**config.mk**
```make
export PLATFORM = sky130hd
export DESIGN_NAME = smac_front
export DESIGN_NICKNAME = d
export VERILOG_FILES = /design/src/hdl/smac_pkg.sv /design/src/hdl/smac_front.sv
export SDC_FILE = /design/constraint.sdc
export NUM_CORES = 1
export LEC_CHECK = 0
export ABC_AREA = 1
export BUFFER_PORTS_ARGS = -buffer_cell sky130_fd_sc_hd__buf_4
export CAP_MARGIN = 30
export CORE_MARGIN = 1.5
export CORE_UTILIZATION = 45
export DETAILED_ROUTE_END_ITERATION = 16
export PLACE_DENSITY = 0.88
export SETUP_SLACK_MARGIN = 0.4
export SYNTH_ARGS = -nofsm -noshare
export SYNTH_HDL_FRONTEND = slang
export SYNTH_SLANG_ARGS = --single-unit
```
**constraint.sdc**
```tcl
create_clock -name vclk -period 5.1
set_input_delay 0.765 -clock vclk [all_inputs]
set_output_delay 0.765 -clock vclk [all_outputs]
set_load 0.02 [all_outputs]
```
**src/hdl/smac_pkg.sv**
```systemverilog
// Shared types, constants and helper functions for the stereo mix accumulator.
`default_nettype none

package smac_pkg;

    localparam int SLOT_W      = 12;
    localparam int SAMPLE_W    = 16;
    localparam int GAIN_W      = 8;
    localparam int VOL_W       = 16;
    localparam int RAW_W       = 32;
    localparam int SUM_W       = 32;
    localparam int OUT_W       = 16;
    localparam int RING_W      = 16;
    localparam int CFG_IDX_W   = 2;
    localparam int CFG_DATA_W  = 16;
    localparam int QUEUE_DEPTH = 4;
    localparam int QPTR_W      = $clog2(QUEUE_DEPTH);
    localparam int OBUF_DEPTH  = 2;
    localparam int OCNT_W      = $clog2(OBUF_DEPTH + 1);
    localparam int SHIFT_W     = SUM_W - 8;

    localparam logic signed [OUT_W-1:0] CLAMP_HI   = 16'sh7fff;
    localparam logic signed [OUT_W-1:0] CLAMP_LO   = -16'sd32768;
    localparam logic [7:0]              OFFSET_BIN = 8'd128;

    localparam logic [CFG_IDX_W-1:0] CFG_MASTER_VOLUME   = 2'd0;
    localparam logic [CFG_IDX_W-1:0] CFG_OUT_STEREO      = 2'd1;
    localparam logic [CFG_IDX_W-1:0] CFG_OUT_EIGHT_BIT   = 2'd2;
    localparam logic [CFG_IDX_W-1:0] CFG_RING_INDEX_MASK = 2'd3;

    typedef enum logic [1:0] {
        MODE_MIX   = 2'd0,
        MODE_RAW   = 2'd1,
        MODE_DRAIN = 2'd2
    } mode_t;

    typedef struct packed {
        logic [GAIN_W-1:0] master_volume;
        logic              out_stereo;
        logic              out_eight_bit;
        logic [RING_W-1:0] ring_index_mask;
    } cfg_t;

    typedef struct packed {
        mode_t                      mode;
        logic [SLOT_W-1:0]          slot;
        logic [SLOT_W-1:0]          quot;
        logic signed [SAMPLE_W-1:0] sample;
        logic [VOL_W-1:0]           left_vol;
        logic [VOL_W-1:0]           right_vol;
        logic signed [RAW_W-1:0]    raw_left;
        logic signed [RAW_W-1:0]    raw_right;
    } cmd_t;

    typedef struct packed {
        logic signed [SUM_W-1:0] right;
        logic signed [SUM_W-1:0] left;
    } sum_pair_t;

    typedef struct packed {
        logic [OUT_W-1:0] value;
        logic             last;
    } result_t;

    typedef struct packed {
        logic [OCNT_W-1:0] count;
        result_t           second;
        result_t           first;
    } push_t;

    function automatic logic signed [SUM_W-1:0] sat_add(
        input logic signed [SUM_W-1:0] a,
        input logic signed [SUM_W-1:0] b
    );
        logic signed [SUM_W:0] s;
        s = {a[SUM_W-1], a} + {b[SUM_W-1], b};
        if (s[SUM_W] != s[SUM_W-1])
            sat_add = s[SUM_W] ? {1'b1, {(SUM_W-1){1'b0}}} : {1'b0, {(SUM_W-1){1'b1}}};
        else
            sat_add = s[SUM_W-1:0];
    endfunction

    function automatic logic [OUT_W-1:0] drain_value(
        input logic signed [SUM_W-1:0] sum,
        input logic                    eight_bit
    );
        logic signed [SHIFT_W-1:0] shifted;
        logic signed [OUT_W-1:0]   clamped;
        logic [7:0]                offset_val;
        shifted = sum[SUM_W-1:8];
        if (shifted > SHIFT_W'(CLAMP_HI))
            clamped = CLAMP_HI;
        else if (shifted < SHIFT_W'(CLAMP_LO))
            clamped = CLAMP_LO;
        else
            clamped = shifted[OUT_W-1:0];
        // top byte plus 128, wrapping in eight bits
        offset_val = clamped[OUT_W-1:8] + OFFSET_BIN;
        if (eight_bit)
            drain_value = OUT_W'(offset_val);
        else
            drain_value = clamped;
    endfunction

endpackage

`default_nettype wire

```
**src/hdl/smac_front.sv**
```systemverilog
// Front end: accepts items, drops ignored modes, precomputes volumes and slot quotient.
`default_nettype none

module smac_front #(
    parameter int MIX_DEPTH = 4096
) (
    input  logic                                 in_valid,
    output logic                                 in_ready,
    input  logic [1:0]                           mode,
    input  logic [smac_pkg::SLOT_W-1:0]          slot,
    input  logic signed [smac_pkg::SAMPLE_W-1:0] sample,
    input  logic [smac_pkg::GAIN_W-1:0]          left_gain,
    input  logic [smac_pkg::GAIN_W-1:0]          right_gain,
    input  logic signed [smac_pkg::RAW_W-1:0]    raw_left,
    input  logic signed [smac_pkg::RAW_W-1:0]    raw_right,
    input  logic [smac_pkg::GAIN_W-1:0]          master_volume,
    input  logic                                 back_ready,
    input  logic                                 q_full,
    output logic                                 q_push,
    output smac_pkg::cmd_t                       q_cmd
);
    import smac_pkg::*;

    localparam int IDX_W = $clog2(MIX_DEPTH);

    logic              known_mode;
    logic [SLOT_W-1:0] quot;

    generate
        if (MIX_DEPTH >= (1 << SLOT_W)) begin : g_no_wrap
            assign quot = '0;
        end else begin : g_wrap
            // floor(slot / MIX_DEPTH) by reciprocal multiply, exact for every slot code
            localparam int          K      = SLOT_W + IDX_W;
            localparam int          M_W    = SLOT_W + 2;
            localparam int          PROD_W = SLOT_W + M_W;
            localparam logic [63:0] RECIP  =
                ((64'd1 << K) + 64'(MIX_DEPTH) - 64'd1) / 64'(MIX_DEPTH);
            logic [PROD_W-1:0] recip_prod;
            assign recip_prod = PROD_W'(slot) * PROD_W'(RECIP[M_W-1:0]);
            assign quot       = SLOT_W'(recip_prod >> K);
        end
    endgenerate

    assign known_mode = (mode == MODE_MIX) || (mode == MODE_RAW) || (mode == MODE_DRAIN);
    assign in_ready   = back_ready && !q_full;
    assign q_push     = in_valid && in_ready && known_mode;

    always_comb
    begin
        q_cmd.mode      = mode_t'(mode);
        q_cmd.slot      = slot;
        q_cmd.quot      = quot;
        q_cmd.sample    = sample;
        q_cmd.left_vol  = VOL_W'(left_gain) * VOL_W'(master_volume);
        q_cmd.right_vol = VOL_W'(right_gain) * VOL_W'(master_volume);
        q_cmd.raw_left  = raw_left;
        q_cmd.raw_right = raw_right;
    end

endmodule

`default_nettype wire

```
==> run metrics <==
Post-route DRC 0; Peak Freq 203 MHz; Max Cap Viol 0; Detailed Routing Iterations Pass 1 4; cell area after synthesis 5640 um2; most instantiated cells after synthesis inv_1 (262), nand2_1 (250), buf_4 (106); PwrDens 465 nW/um2; First DRT Iteration DRCs 263; Synth area leader fa_1; crit path from master_volume[5]; vias in the first global route 4,773; Die ar. 13,200 um2; Chip Height 115 um; fin crit period 4940 ps; HP Class in -> out; Total GRT Usage 19.2%; fillers 1,043; Pwr Total 0.00314 W; placed wire-length estimate 9640 um; arrival time worst endpoint 4170 ps; Area contributors post-synth fa_1 (26%), inv_1 (17%), nand2_1 (17%); crit end category primary output; global route overflow 0; core area 12,100 um2; Sequential cell area 0 um2; Pleak 4.35 nW; gpl congestion 0.891; multi-input combinational cell area 4470 um2; yosys warns 0; Seq Cell Count 0; Die Width 115 um; Post-DRT Antenna Nets 0; Top Ports 261; ant diodes 0; clk_buf instances 0; share of layout cells above drive strength 1 31.9%; wire length per cell 13.2 um; count of cell types in the netlist 17; top-count cell post-synth inv_1; period utilisation layout 96.8%; sequential cell area fraction in the yosys report 0%; area share of the largest cell type after synthesis 25.5%; CP Data Required Time 4340 ps; # nets final 1,107; Placement Rows 40; startpoint class of the critical path primary input; Syn Area/Cell 6.48 um2; VDD IR-drop max 0.607 mV; RSZ-0062 raised after global routing true; setup tns final 0 ps; final count of negative-setup-slack endpoints 0; first-pass GRT wire length 21,100 um; CP max FO 7; Syn Inst Count 871; outcome finished, final reports clean; Hold Startpoint sample[4]; starting density of the core 46.6%; Area Growth Syn to Fin 19.5%; DR vias/cell 4.67; Hold Fails Final Rpt 0; antenna violations before repair 0; final WL 13,300 um; Pins Over Slew Limit 0; via count 4,704; critical path class in -> out; PortBufs 65; largest net degree at the start of global routing 17
==> path summary, 6_finish.rpt <==
| check | endpoint | slack, ps | depth (start not counted) |
|---|---|---|---|
| worst max-delay path | q_cmd[79] | 160 | 20 |
| worst min-delay path | q_cmd[100] | 1530 | 0 |
==> power breakdown <==
group	switching [W]	leakage [nW]	internal (W)	total [W]
logic	0.00174	4.35	0.00140	0.00314
registers	0	0	0	0
clock network	0	0	0	0
total	0.00174	4.35	0.00140	0.00314
==> critical path, stage by stage <==
cell and delay (ps):
buf_16 120, buf_4 130, nand2_2 50, inv_1 40, fa_1 500, fa_1 450, fa_1 530, inv_1 60
fa_1 490, inv_2 50, ha_4 300, nand2_1 70, nand2_2 100, nand2_4 70, nand2_1 60, nand2_1 60
nand3_1 80, nand2_1 60, nand2_2 70, buf_6 110
==> layer usage <==
| metal | up-vias | GRT usage, % | share of wire [%] |
|---|---|---|---|
| met5 | - | 0 | 0 |
| met4 | 0 | 4.69 | 2.3 |
| met3 | 30 | 3.85 | 6.4 |
| met2 | 173 | 36.3 | 53 |
| met1 | 2223 | 22.2 | 38 |
| li1 | 2278 | - | - |
==> timing repair <==
item,4_1_cts,5_1_grt
endpoints found under the setup margin,19,19
buffers inserted,15,12
gates resized for setup,138,89
pin swaps,48,60
hold buffers,0,0
gates cloned,3,1
==> per-stage QoR <==
stage	hold WS, ps	instances	util (%)	instance area (um2)	setup slack [ps]
after global placement	1530	977	46.9	5680	171
after detailed placement	1530	977	46.9	5680	126
after global routing	1530	1008	55.7	6740	41.6
final	1530	1008	55.7	6740	164
after floorplan	1620	882	-	6000	329
after CTS	1530	995	52.5	6360	253
==> area by class of cell <==
type,instances,share of cell area (%)
well taps,168,3.12
repair buffers,96,15.9
multi-input cells,481,66.3
inverters,263,14.7
==> logic make-up after synthesis <==
| family | after synthesis | synth area share [%] |
|---|---|---|
| buffers and inverters | 401 | 33.9 |
| and+or+nand+nor | 302 | 21.6 |
| adders and majority gates | 144 | 41.5 |
| xor gates and xnor gates | 14 | 2.17 |
| AOI/OAI and AO/OA | 9 | 0.798 |
| other | 1 | 0.0665 |
==> cells in the final DEF (no fill, tap or decap), types with 6 or more instances in the layout <==
cell type / synthesis / routed
buf_12: 0 / 11
nand2_4: 0 / 22
nand2_2: 3 / 55
fa_1: 72 / 68
inv_2: 1 / 38
ha_1: 72 / 56
buf_4: 106 / 51
nand2_1: 250 / 176
buf_6: 0 / 29
conb_1: 1 / 12
ha_4: 0 / 14
nand3_1: 20 / 10
nand4_1: 10 / 10
inv_1: 262 / 222
nor2_1: 15 / 6
nand3_2: 4 / 10
Power figures use the tool's default switching activity.
