[src/hdl/smac_pkg.sv]
// Shared types, constants and helper functions for the stereo mix accumulator.
`default_nettype none

package smac_pkg;

    localparam int SLOT_W      = 12;
    localparam int SAMPLE_W    = 16;
    localparam int GAIN_W      = 8;
    localparam int VOL_W       = 16;
    localparam int RAW_W       = 32;
    localparam int SUM_W       = 32;
    localparam int OUT_W       = 16;
    localparam int RING_W      = 16;
    localparam int CFG_IDX_W   = 2;
    localparam int CFG_DATA_W  = 16;
    localparam int QUEUE_DEPTH = 4;
    localparam int QPTR_W      = $clog2(QUEUE_DEPTH);
    localparam int OBUF_DEPTH  = 2;
    localparam int OCNT_W      = $clog2(OBUF_DEPTH + 1);
    localparam int SHIFT_W     = SUM_W - 8;

    localparam logic signed [OUT_W-1:0] CLAMP_HI   = 16'sh7fff;
    localparam logic signed [OUT_W-1:0] CLAMP_LO   = -16'sd32768;
    localparam logic [7:0]              OFFSET_BIN = 8'd128;

    localparam logic [CFG_IDX_W-1:0] CFG_MASTER_VOLUME   = 2'd0;
    localparam logic [CFG_IDX_W-1:0] CFG_OUT_STEREO      = 2'd1;
    localparam logic [CFG_IDX_W-1:0] CFG_OUT_EIGHT_BIT   = 2'd2;
    localparam logic [CFG_IDX_W-1:0] CFG_RING_INDEX_MASK = 2'd3;

    typedef enum logic [1:0] {
        MODE_MIX   = 2'd0,
        MODE_RAW   = 2'd1,
        MODE_DRAIN = 2'd2
    } mode_t;

    typedef struct packed {
        logic [GAIN_W-1:0] master_volume;
        logic              out_stereo;
        logic              out_eight_bit;
        logic [RING_W-1:0] ring_index_mask;
    } cfg_t;

    typedef struct packed {
        mode_t                      mode;
        logic [SLOT_W-1:0]          slot;
        logic [SLOT_W-1:0]          quot;
        logic signed [SAMPLE_W-1:0] sample;
        logic [VOL_W-1:0]           left_vol;
        logic [VOL_W-1:0]           right_vol;
        logic signed [RAW_W-1:0]    raw_left;
        logic signed [RAW_W-1:0]    raw_right;
    } cmd_t;

    typedef struct packed {
        logic signed [SUM_W-1:0] right;
        logic signed [SUM_W-1:0] left;
    } sum_pair_t;

    typedef struct packed {
        logic [OUT_W-1:0] value;
        logic             last;
    } result_t;

    typedef struct packed {
        logic [OCNT_W-1:0] count;
        result_t           second;
        result_t           first;
    } push_t;

    function automatic logic signed [SUM_W-1:0] sat_add(
        input logic signed [SUM_W-1:0] a,
        input logic signed [SUM_W-1:0] b
    );
        logic signed [SUM_W:0] s;
        s = {a[SUM_W-1], a} + {b[SUM_W-1], b};
        if (s[SUM_W] != s[SUM_W-1])
            sat_add = s[SUM_W] ? {1'b1, {(SUM_W-1){1'b0}}} : {1'b0, {(SUM_W-1){1'b1}}};
        else
            sat_add = s[SUM_W-1:0];
    endfunction

    function automatic logic [OUT_W-1:0] drain_value(
        input logic signed [SUM_W-1:0] sum,
        input logic                    eight_bit
    );
        logic signed [SHIFT_W-1:0] shifted;
        logic signed [OUT_W-1:0]   clamped;
        logic [7:0]                offset_val;
        shifted = sum[SUM_W-1:8];
        if (shifted > SHIFT_W'(CLAMP_HI))
            clamped = CLAMP_HI;
        else if (shifted < SHIFT_W'(CLAMP_LO))
            clamped = CLAMP_LO;
        else
            clamped = shifted[OUT_W-1:0];
        // top byte plus 128, wrapping in eight bits
        offset_val = clamped[OUT_W-1:8] + OFFSET_BIN;
        if (eight_bit)
            drain_value = OUT_W'(offset_val);
        else
            drain_value = clamped;
    endfunction

endpackage

`default_nettype wire

[src/hdl/smac_queue.sv]
// Short command queue between the front end and the accumulate engine.
`default_nettype none

module smac_queue (
    input  logic           clk,
    input  logic           rst_n,
    input  logic           push,
    input  smac_pkg::cmd_t cmd_in,
    output logic           full,
    input  logic           pop,
    output logic           valid,
    output smac_pkg::cmd_t cmd_out
);
    import smac_pkg::*;

    cmd_t              entry_reg [QUEUE_DEPTH];
    logic [QPTR_W-1:0] wr_ptr_reg, wr_ptr_next;
    logic [QPTR_W-1:0] rd_ptr_reg, rd_ptr_next;
    logic [QPTR_W:0]   cnt_reg, cnt_next;

    assign full    = (cnt_reg == (QPTR_W+1)'(QUEUE_DEPTH));
    assign valid   = (cnt_reg != '0);
    assign cmd_out = entry_reg[rd_ptr_reg];

    always_comb
    begin
        wr_ptr_next = push ? wr_ptr_reg + 1'b1 : wr_ptr_reg;
        rd_ptr_next = pop ? rd_ptr_reg + 1'b1 : rd_ptr_reg;
        cnt_next    = cnt_reg + (QPTR_W+1)'(push) - (QPTR_W+1)'(pop);
    end

    always_ff @(posedge clk or negedge rst_n)
    begin
        if (!rst_n)
        begin
            wr_ptr_reg <= '0;
            rd_ptr_reg <= '0;
            cnt_reg    <= '0;
        end
        else
        begin
            wr_ptr_reg <= wr_ptr_next;
            rd_ptr_reg <= rd_ptr_next;
            cnt_reg    <= cnt_next;
        end
    end

    always_ff @(posedge clk)
    begin
        if (push)
            entry_reg[wr_ptr_reg] <= cmd_in;
    end

endmodule

`default_nettype wire

[config.mk]
export PLATFORM = sky130hd
export DESIGN_NAME = smac_queue
export DESIGN_NICKNAME = d
export VERILOG_FILES = /design/src/hdl/smac_pkg.sv /design/src/hdl/smac_queue.sv
export SDC_FILE = /design/constraint.sdc
export NUM_CORES = 1
export LEC_CHECK = 0
export ABC_AREA = 1
export BUFFER_PORTS_ARGS = -buffer_cell sky130_fd_sc_hd__buf_2
export CORE_MARGIN = 8
export CORE_UTILIZATION = 50
export CTS_BUF_LIST = sky130_fd_sc_hd__clkbuf_2
export DETAILED_ROUTE_END_ITERATION = 10
export GPL_ROUTABILITY_DRIVEN = 0
export GPL_TIMING_DRIVEN = 0
export HOLD_SLACK_MARGIN = 0.08
export PLACE_DENSITY = 0.76
export SETUP_SLACK_MARGIN = 0.02
export SLEW_MARGIN = 20
export SYNTH_ARGS = -nofsm -noshare
export SYNTH_HDL_FRONTEND = slang
export SYNTH_SLANG_ARGS = --single-unit
[constraint.sdc]
create_clock -name clk -period 5.15 [get_ports clk]
set_input_delay 1.2875 -clock clk [delete_from_list [all_inputs] [get_ports clk]]
set_output_delay 1.2875 -clock clk [all_outputs]
set_load 0.02 [all_outputs]
==> results.cfg <==
[clocking]
cts_root_buf = clkbuf_2
clk_pin_slew_ns = 0.11
htreeDepth = 4
cts_setup_buffers = 0
cts_made_buffers = 139
cts_max_path_buffers = 3
cts-resized-gates = 0
cts.sink_count = 559
clk_latency_ns = 1.30
tritoncts = built

[layout]
fin_util_pct = 61.5
multiInputGateArea_um2 = 4150
fin_nets = 2924
largest_reg_flops = 552
layout.area.seq_um2 = 16800
syn_to_final_growth_pct = 21.2
design_area_um2 = 28600
fillerInstances = 3542
drive_gt1_share_pct = 20.5

[routing]
ant_nets = 0
drtPass1Iterations = 6
drcViolationCount = 0
num_vias = 17000
wire_per_inst_um = 17.0
vias_per_cell = 4.87
dr.first_iter.drc_count = 1337
finalWirelength_mm = 59.3

[global_routing]
grt_pass1_vias = 17400
grt_max_degree = 88
antenna_found_initial = 8
top_usage_layer = met2
gr-total-overflow = 0
grt_use_met2_pct = 37.0
grt_usage_pct = 21.7
grtUsageMet3_pct = 6.48
grt_first_pass_wirelength_mm = 90.8
gr-usage-met1_pct = 25.6

[setup_path]
crit_arrival_ns = 2.93
start_kind = register
worstPathRequired_ns = 3.86
endpoint_kind = output pin
crit_path_max_fanout = 10
crit_type = reg2out

[synthesis]
ys_ff_latch = 559
synth.cell_area_um2 = 23600
synth_top_area_cell = edfxtp_1
yosys_warnings = 0
syn_inst = 2208
synth_top_area_share_pct = 70.2
synthTopCellsByArea = edfxtp_1 (70%), nand2_1 (11%), inv_1 (9.0%), nand3_1 (5.9%), buf_2 (1.1%)
synth-seq-area-share_pct = 70.9
synth_nets = 2357
avgSynthCellArea_um2 = 10.7
synthDistinctLibCells = 16

[floorplanning]
start_util_pct = 50.7
rows = 79
die_w_um = 233
dieArea_um2 = 54400
die_y_um = 233
ios = 282
core_um2 = 46600

[sta]
max_slew_margin_pct = 42.9
tightestPinTransition_ns = 0.856
hold_violations = 0
clock_skew_ns = 0.100
whs_ns = 0.373
min_period_over_period_pct = 82.0
maxSlewViolCount = 0
setup_ws_ns = 0.929
max_freq_mhz = 237
rsz0062_at_grt = false
fin_crit_ns = 4.22
fin_setup_tns_ns = 0
setup-violations-final = 0

[pwr]
power.density_nw_per_um2 = 555
ir_worst_vdd_uv = 420
p_leak_nw = 13.7

[placement]
port_buffers = 281
dpl.hpwl_mm = 35.4
post-place-ws_ns = 1.90
dpl-instance-area_um2 = 25900

[min_path]
hp-class = in2async

[status]
status = complete, no violations

[run]
max_cap_viol_count = 0
[path summary, 6_finish.rpt]
path,start,to,slack (ns),cells after the start
hold / removal,rst_n,cnt_reg[0],0.37,2
min in group clk,wr_ptr_reg[0],wr_ptr_reg[0],0.53,1
setup / recovery,rd_ptr_reg[1],cmd_out[52],0.93,6
hold reg to reg,wr_ptr_reg[0],wr_ptr_reg[0],0.53,1
max in group asynchronous,rst_n,wr_ptr_reg[1],4.51,2
setup reg to reg,wr_ptr_reg[0],entry_reg[0][50],3.01,5
[routing by layer]
layer | wire, um | vias up
li1 | - | 8115
met1 | 22400 | 7984
met2 | 29800 | 800
met3 | 5830 | 96
met4 | 1180 | 2
met5 | 10 | -
[cells in the final DEF (no fill, tap or decap), drive strengths merged, types with 6 or more instances in the layout]
cell type | netlist | final
nand2 | 701 | 701
inv | 566 | 569
edfxtp | 552 | 552
buf | 86 | 371
nand3 | 278 | 278
clkbuf | 6 | 199
dlygate4sd3 | 0 | 141
clkinv | 0 | 35
diode | 0 | 8
clkinvlp | 0 | 8
dfrtp | 7 | 7
ha | 6 | 6
[cell families (layout without fill, tap and decap cells)]
kind of cell	count (synthesis)	count (layout)	synth area share [%]
simple gates	980	980	17.1
buf+inv	658	1326	11.5
flops	559	559	70.9
fa+ha+maj	7	7	0.403
xor+xnor	3	3	0.111
compound gates	1	1	0.0212
other cells	0	8	0
[cell type report]
cell class	count	area share, %
Sequential cell	559	58.5
Multi-Input combinational cell	991	14.5
Timing Repair Buffer	426	10.2
Inverter	566	7.53
Clock buffer	193	3.37
Tap cell	607	2.65
Buffer	92	2.03
Clock inverter	49	1.08
Antenna cell	8	0.0699
[power by group]
group	leakage (nW)	switching (mW)	internal, mW
clock network	0.930	1.76	1.18
logic	7.60	4.85	1.98
registers	5.15	0.183	5.93
total	13.7	6.80	9.09
[Yosys cell counts, drive strengths merged]
cell / count
o21ai: 1
buf: 86
nor3: 1
nand2: 701
inv: 566
dfrtp: 7
ha: 6
edfxtp: 552
nand3: 278
fa: 1
xor2: 3
clkbuf: 6
[metrics by stage]
stage	std cells	total power, mW
3_3_place_gp	3096	13.0
6_report	3491	15.9
4_1_cts	3483	16.0
2_1_floorplan	2208	10.5
5_1_grt	3489	16.9
3_5_place_dp	3100	13.0
[repair_timing]
item	4_1_cts	5_1_grt
hold buffers	141	0
endpoints found under the hold margin	561	0
setup endpoints to repair	0	0
[worst max-delay path, cell delays in order, from the launching register on]
cell and delay [ns]:
dfrtp_1 0.43, inv_2 0.11, buf_2 0.40, buf_2 0.33, nand3_1 0.11, nand2_1 0.13
buf_2 0.19
(Power assumes the default switching activity.)
