==> config.mk <==
export PLATFORM = sky130hd
export DESIGN_NAME = smac_out
export DESIGN_NICKNAME = d
export VERILOG_FILES = /design/src/hdl/smac_pkg.sv /design/src/hdl/smac_out.sv
export SDC_FILE = /design/constraint.sdc
export NUM_CORES = 1
export LEC_CHECK = 0
export ABC_CLOCK_PERIOD_IN_PS = 9500
export BUFFER_PORTS_ARGS = -buffer_cell sky130_fd_sc_hd__buf_2
export CORE_ASPECT_RATIO = 0.7
export CORE_MARGIN = 1
export CORE_UTILIZATION = 45
export CTS_BUF_LIST = sky130_fd_sc_hd__clkbuf_2 sky130_fd_sc_hd__clkbuf_4 sky130_fd_sc_hd__clkbuf_8
export DETAILED_ROUTE_END_ITERATION = 8
export GPL_ROUTABILITY_DRIVEN = 1
export HOLD_SLACK_MARGIN = 0.02
export PLACE_DENSITY_LB_ADDON = 0.05
export SLEW_MARGIN = 10
export SYNTH_ARGS = -nofsm -noshare
export SYNTH_HDL_FRONTEND = slang
export SYNTH_SLANG_ARGS = --single-unit
==> constraint.sdc <==
create_clock -name clk -period 9.5 [get_ports clk]
set_clock_uncertainty 0.1 [all_clocks]
set_input_delay 0.95 -clock clk [delete_from_list [all_inputs] [get_ports clk]]
set_output_delay 0.95 -clock clk [all_outputs]
set_load 0.01 [all_outputs]
==> src/hdl/smac_pkg.sv <==
// Shared types, constants and helper functions for the stereo mix accumulator.
`default_nettype none

package smac_pkg;

    localparam int SLOT_W      = 12;
    localparam int SAMPLE_W    = 16;
    localparam int GAIN_W      = 8;
    localparam int VOL_W       = 16;
    localparam int RAW_W       = 32;
    localparam int SUM_W       = 32;
    localparam int OUT_W       = 16;
    localparam int RING_W      = 16;
    localparam int CFG_IDX_W   = 2;
    localparam int CFG_DATA_W  = 16;
    localparam int QUEUE_DEPTH = 4;
    localparam int QPTR_W      = $clog2(QUEUE_DEPTH);
    localparam int OBUF_DEPTH  = 2;
    localparam int OCNT_W      = $clog2(OBUF_DEPTH + 1);
    localparam int SHIFT_W     = SUM_W - 8;

    localparam logic signed [OUT_W-1:0] CLAMP_HI   = 16'sh7fff;
    localparam logic signed [OUT_W-1:0] CLAMP_LO   = -16'sd32768;
    localparam logic [7:0]              OFFSET_BIN = 8'd128;

    localparam logic [CFG_IDX_W-1:0] CFG_MASTER_VOLUME   = 2'd0;
    localparam logic [CFG_IDX_W-1:0] CFG_OUT_STEREO      = 2'd1;
    localparam logic [CFG_IDX_W-1:0] CFG_OUT_EIGHT_BIT   = 2'd2;
    localparam logic [CFG_IDX_W-1:0] CFG_RING_INDEX_MASK = 2'd3;

    typedef enum logic [1:0] {
        MODE_MIX   = 2'd0,
        MODE_RAW   = 2'd1,
        MODE_DRAIN = 2'd2
    } mode_t;

    typedef struct packed {
        logic [GAIN_W-1:0] master_volume;
        logic              out_stereo;
        logic              out_eight_bit;
        logic [RING_W-1:0] ring_index_mask;
    } cfg_t;

    typedef struct packed {
        mode_t                      mode;
        logic [SLOT_W-1:0]          slot;
        logic [SLOT_W-1:0]          quot;
        logic signed [SAMPLE_W-1:0] sample;
        logic [VOL_W-1:0]           left_vol;
        logic [VOL_W-1:0]           right_vol;
        logic signed [RAW_W-1:0]    raw_left;
        logic signed [RAW_W-1:0]    raw_right;
    } cmd_t;

    typedef struct packed {
        logic signed [SUM_W-1:0] right;
        logic signed [SUM_W-1:0] left;
    } sum_pair_t;

    typedef struct packed {
        logic [OUT_W-1:0] value;
        logic             last;
    } result_t;

    typedef struct packed {
        logic [OCNT_W-1:0] count;
        result_t           second;
        result_t           first;
    } push_t;

    function automatic logic signed [SUM_W-1:0] sat_add(
        input logic signed [SUM_W-1:0] a,
        input logic signed [SUM_W-1:0] b
    );
        logic signed [SUM_W:0] s;
        s = {a[SUM_W-1], a} + {b[SUM_W-1], b};
        if (s[SUM_W] != s[SUM_W-1])
            sat_add = s[SUM_W] ? {1'b1, {(SUM_W-1){1'b0}}} : {1'b0, {(SUM_W-1){1'b1}}};
        else
            sat_add = s[SUM_W-1:0];
    endfunction

    function automatic logic [OUT_W-1:0] drain_value(
        input logic signed [SUM_W-1:0] sum,
        input logic                    eight_bit
    );
        logic signed [SHIFT_W-1:0] shifted;
        logic signed [OUT_W-1:0]   clamped;
        logic [7:0]                offset_val;
        shifted = sum[SUM_W-1:8];
        if (shifted > SHIFT_W'(CLAMP_HI))
            clamped = CLAMP_HI;
        else if (shifted < SHIFT_W'(CLAMP_LO))
            clamped = CLAMP_LO;
        else
            clamped = shifted[OUT_W-1:0];
        // top byte plus 128, wrapping in eight bits
        offset_val = clamped[OUT_W-1:8] + OFFSET_BIN;
        if (eight_bit)
            drain_value = OUT_W'(offset_val);
        else
            drain_value = clamped;
    endfunction

endpackage

`default_nettype wire

==> src/hdl/smac_out.sv <==
// Output buffer: two-entry result queue with ring index stamping.
`default_nettype none

module smac_out (
    input  logic                               clk,
    input  logic                               rst_n,
    input  smac_pkg::push_t                    push,
    input  smac_pkg::cfg_t                     cfg,
    output logic [smac_pkg::OCNT_W-1:0]        out_free,
    output logic                               out_valid,
    input  logic                               out_ready,
    output logic signed [smac_pkg::OUT_W-1:0]  out_value,
    output logic [smac_pkg::RING_W-1:0]        ring_index,
    output logic                               last_of_slot
);
    import smac_pkg::*;

    typedef struct packed {
        logic [OUT_W-1:0]  value;
        logic [RING_W-1:0] ring;
        logic              last;
    } entry_t;

    entry_t            ent_reg [OBUF_DEPTH];
    entry_t            ent_next [OBUF_DEPTH];
    logic [OCNT_W-1:0] cnt_reg, cnt_next, cnt_shift;
    logic [RING_W-1:0] wp_reg, wp_next;
    logic              pop;
    entry_t            new0, new1;

    assign out_valid    = (cnt_reg != '0);
    assign out_value    = ent_reg[0].value;
    assign ring_index   = ent_reg[0].ring;
    assign last_of_slot = ent_reg[0].last;
    assign out_free     = OCNT_W'(OBUF_DEPTH) - cnt_reg;
    assign pop          = out_valid && out_ready;

    always_comb
    begin
        new0.value = push.first.value;
        new0.ring  = wp_reg & cfg.ring_index_mask;
        new0.last  = push.first.last;
        new1.value = push.second.value;
        new1.ring  = (wp_reg + 1'b1) & cfg.ring_index_mask;
        new1.last  = push.second.last;

        ent_next  = ent_reg;
        cnt_shift = cnt_reg - OCNT_W'(pop);
        if (pop)
            ent_next[0] = ent_reg[1];
        if (push.count != '0)
            ent_next[cnt_shift[0]] = new0;
        if (push.count == OCNT_W'(2))
            ent_next[1] = new1;
        cnt_next = cnt_shift + push.count;
        wp_next  = wp_reg + RING_W'(push.count);
    end

    always_ff @(posedge clk or negedge rst_n)
    begin
        if (!rst_n)
        begin
            cnt_reg <= '0;
            wp_reg  <= '0;
        end
        else
        begin
            cnt_reg <= cnt_next;
            wp_reg  <= wp_next;
        end
    end

    always_ff @(posedge clk)
    begin
        ent_reg <= ent_next;
    end

endmodule

`default_nettype wire

==> impl_metrics.toml <==
[final_layout]
diodes = 0
drive_above_1_share = 0.266
nFillCells = 885
layout.area.seq_mm2 = 0.00210
syn_to_final_growth_pct = 10.6
final_stage_net_count = 518
multi_input_comb_area_mm2 = 0.00168
largest_register_ffs = 33
postLayoutCoreUtil = 0.512

[power]
leakage_uw = 0.00210
vdd_ir_drop_max_uv = 123
power.sequential.fraction = 0.446
p_switching_uw = 561
power_density_mw_per_mm2 = 313
clock_power_share = 0.157
swShare = 0.387
total_power_uw = 1450
cell_internal_pwr_uw = 889
combinationalPowerShare = 0.396

[yosys]
synthAdderAreaFrac = 0.0227
async_flop_share = 0.214
largest_family_of_logic_cells_by_synthesized_area = "compound AO/OA/AOI/OAI gates"
synth-compound-area-share = 0.149
synth_warnings = 0
synth.distinct_cells = 47
synth_edf_count = 33
postSynthNetCount = 473
ys_ff_latch = 84
synth_simple_gate_area_share = 0.111
synthFlopType = "edfxtp_1"
post_synth.cell_area_avg_um2 = 10.4
post_synth_xor_xnor_area = 0.0356
seq_area_frac_synth = 0.502
synth_mux_area_frac = 0.0789
synthesis.instances = 401
syn_area_mm2 = 0.00419

[sta]
max-slew-margin-rel = 0.214
worstMarginPinSlew_ps = 1170
setup-violations-final = 0
setup_tns_ps = 0
final-hold-violation-count = 0
unrepaired_setup_endpoints_after_global_routing = "no"
layout_worst_path_cycle_share = 0.368
setup_ws_ps = 6010
max_clock_freq_mhz = 286
final_period_minus_worst_setup_slack_ps = 3490
timing_max_transition_violations_final = 0

[grt]
grt_pass1_wl_um = 14000
grt.overflow.total = 0
track_usage = 0.197
antenna_found_initial = 0
grt_max_degree = 49
first_global_vias = 2719

[clock_network]
post-cts-setup-buffers = 0
ctsHtreeMaxLevel = 3
worst_skew_pair.late_latency_ps = 350
clockBufferDepth = 2
cts-resized-gates = 0
number_of_sinks_handled_by_clock_tree_synthesis = 84
cts_root_buf = "clkbuf_8"
cts-buffers-inserted = 9
worst_setup_hold_path_clk_slew_ps = 80
holdBufCountCts = 0
tritoncts = "done"

[route]
via_count = 2982
via_per_inst = 5.19
number_of_drc_markers_in_iteration_0 = 175
drt_pass1_iterations = 4
drc = 0
detail_route.wirelength_um = 9130
routed_wirelength_normalized_by_instance_count_um = 15.9
post_route_antenna_net_violation_count = 0

[floorplan]
dieArea_mm2 = 0.00970
core_area_mm2 = 0.00903
ios = 101
placementRows = 29
die_h_um = 82.7
dieWidth_um = 117
start_util = 0.463

[critical_path]
worst-endpoint-arrival_ps = 3420
worst_path_max_delay_cell = "buf_4"
path_class = "in -> reg"
crit_path_required_time_ps = 9420
worstPathCellList = "buf_2, nand2_2, buf_4, inv_1, ha_1, nand2b_1, nand2_1, buf_4"
critical_path_end_type = "register"
path_common_cell = "buf_4"
critPathMaxStageDelay_ps = 500
largest_fanout_on_the_critical_path = 34
critPathLaunchType = "input port"

[placed_design]
place_worst_setup_slack_ps = 5560
io_buffer_count = 90
routabilityCongestion = 0.820
detailed_placer_s_ending_hpwl_um = 6110

[min_path]
worstHoldPathType = "in -> async"

[run_status]
run_status = "complete, no violations"

[job]
drv.max_cap_violation_count = 0
critical path: cells and delay by family:
kind | cells | cell delay (ps)
buf+inv | 4 | 1130
fa+ha+maj | 1 | 380
simple gates | 3 | 930
cells in the final DEF (no fill, tap or decap), types with 3 or more instances in the layout:
master	n
xor2_1	8
buf_2	90
xnor2_1	9
nand3_1	8
o211a_1	3
o21a_1	3
dfrtp_1	18
nand2_1	17
nor3_1	9
a22o_1	17
clkbuf_4	4
mux2i_1	33
nor2b_1	3
edfxtp_1	33
nor4_1	3
dfxtp_1	33
nand2b_1	3
nor2_1	25
clkinv_2	3
nand4_1	6
clkbuf_8	9
inv_1	11
buf_4	4
a21oi_1	53
o21ai_0	9
ha_1	6
cell type report:
cell class              count  share of cell area
multi-input cells         246               0.363
flip-flops and latches     84               0.454
clock inverters             3             0.00324
inverters                  11             0.00892
well taps                 124              0.0335
repair buffers             94               0.104
clock buffers              13              0.0332
synth_stat cells (2+ instances only):
master / count / area share
a21boi_0: 2 / 0.0036
buf_1: 4 / 0.0036
nor3b_1: 2 / 0.0036
a21oi_1: 53 / 0.063
clkbuf_1: 7 / 0.0063
nand4_1: 6 / 0.0090
a31oi_1: 2 / 0.0030
nor4_1: 3 / 0.0045
o211a_1: 3 / 0.0072
o31ai_1: 2 / 0.0036
dfxtp_1: 33 / 0.16
nand3_1: 8 / 0.0096
nand2b_1: 3 / 0.0045
a21o_1: 2 / 0.0036
o21ai_0: 9 / 0.011
ha_1: 6 / 0.018
xor2_1: 8 / 0.017
buf_2: 12 / 0.014
nor2b_1: 5 / 0.0075
a22o_1: 17 / 0.036
edfxtp_1: 33 / 0.24
mux2i_1: 33 / 0.079
nor3_1: 9 / 0.011
inv_1: 11 / 0.0099
nor2_1: 25 / 0.022
buf_4: 37 / 0.066
o21a_1: 3 / 0.0054
o221a_2: 2 / 0.0054
nand2_1: 18 / 0.016
dfrtp_1: 18 / 0.11
xnor2_1: 9 / 0.019
power by group through the flow:
stage / clock network, µW / logic [µW] / registers (µW)
floorplan: 0 / 540 / 601
global placement: 0 / 573 / 648
detailed placement: 0 / 581 / 656
CTS: 237 / 585 / 649
global route: 252 / 653 / 672
finish: 228 / 575 / 648
per-layer routing:
layer  wire, µm  vias up  track usage
met5          0        -            0
met4         80        0       0.0734
met3        564        6       0.0562
met2       4010       85        0.298
met1       4470     1396        0.269
li1           -     1495            -
kinds of logic (layout without fill, tap and decap cells):
| group | after synthesis | count (layout) |
|---|---|---|
| AOI/OAI and AO/OA | 99 | 99 |
| and+or+nand+nor | 90 | 90 |
| DFF | 84 | 84 |
| buffers and inverters | 71 | 121 |
| muxes | 33 | 33 |
| xor gates and xnor gates | 17 | 17 |
| adders and majority gates | 7 | 7 |
stage by stage:
| step | std cells | hold slack [ps] | area [µm²] |
|---|---|---|---|
| floorplan | 401 | 396 | 4190 |
| global placement | 559 | 413 | 4460 |
| detailed placement | 559 | 426 | 4460 |
| CTS | 575 | 423 | 4630 |
| global route | 575 | 436 | 4630 |
| finish | 575 | 428 | 4630 |
worst paths after layout:
path / start / slack (ps) / cells after the start / to
hold / removal: rst_n / 430 / 1 / wp_reg[8]$_DFF_PN0_
setup reg to reg: cnt_reg[0]$_DFF_PN0_ / 6040 / 10 / ent_reg[17]$_DFFE_PP_
hold reg to reg: ent_reg[2]$_DFFE_PP_ / 440 / 2 / ring_index[1]$_DFF_P_
min in group clk: ent_reg[2]$_DFFE_PP_ / 440 / 2 / ring_index[1]$_DFF_P_
max in group asynchronous: rst_n / 8560 / 1 / cnt_reg[1]$_DFF_PN0_
setup / recovery: out_ready / 6010 / 8 / ent_reg[17]$_DFFE_PP_
No activity file was read; power rests on OpenSTA's default activity.
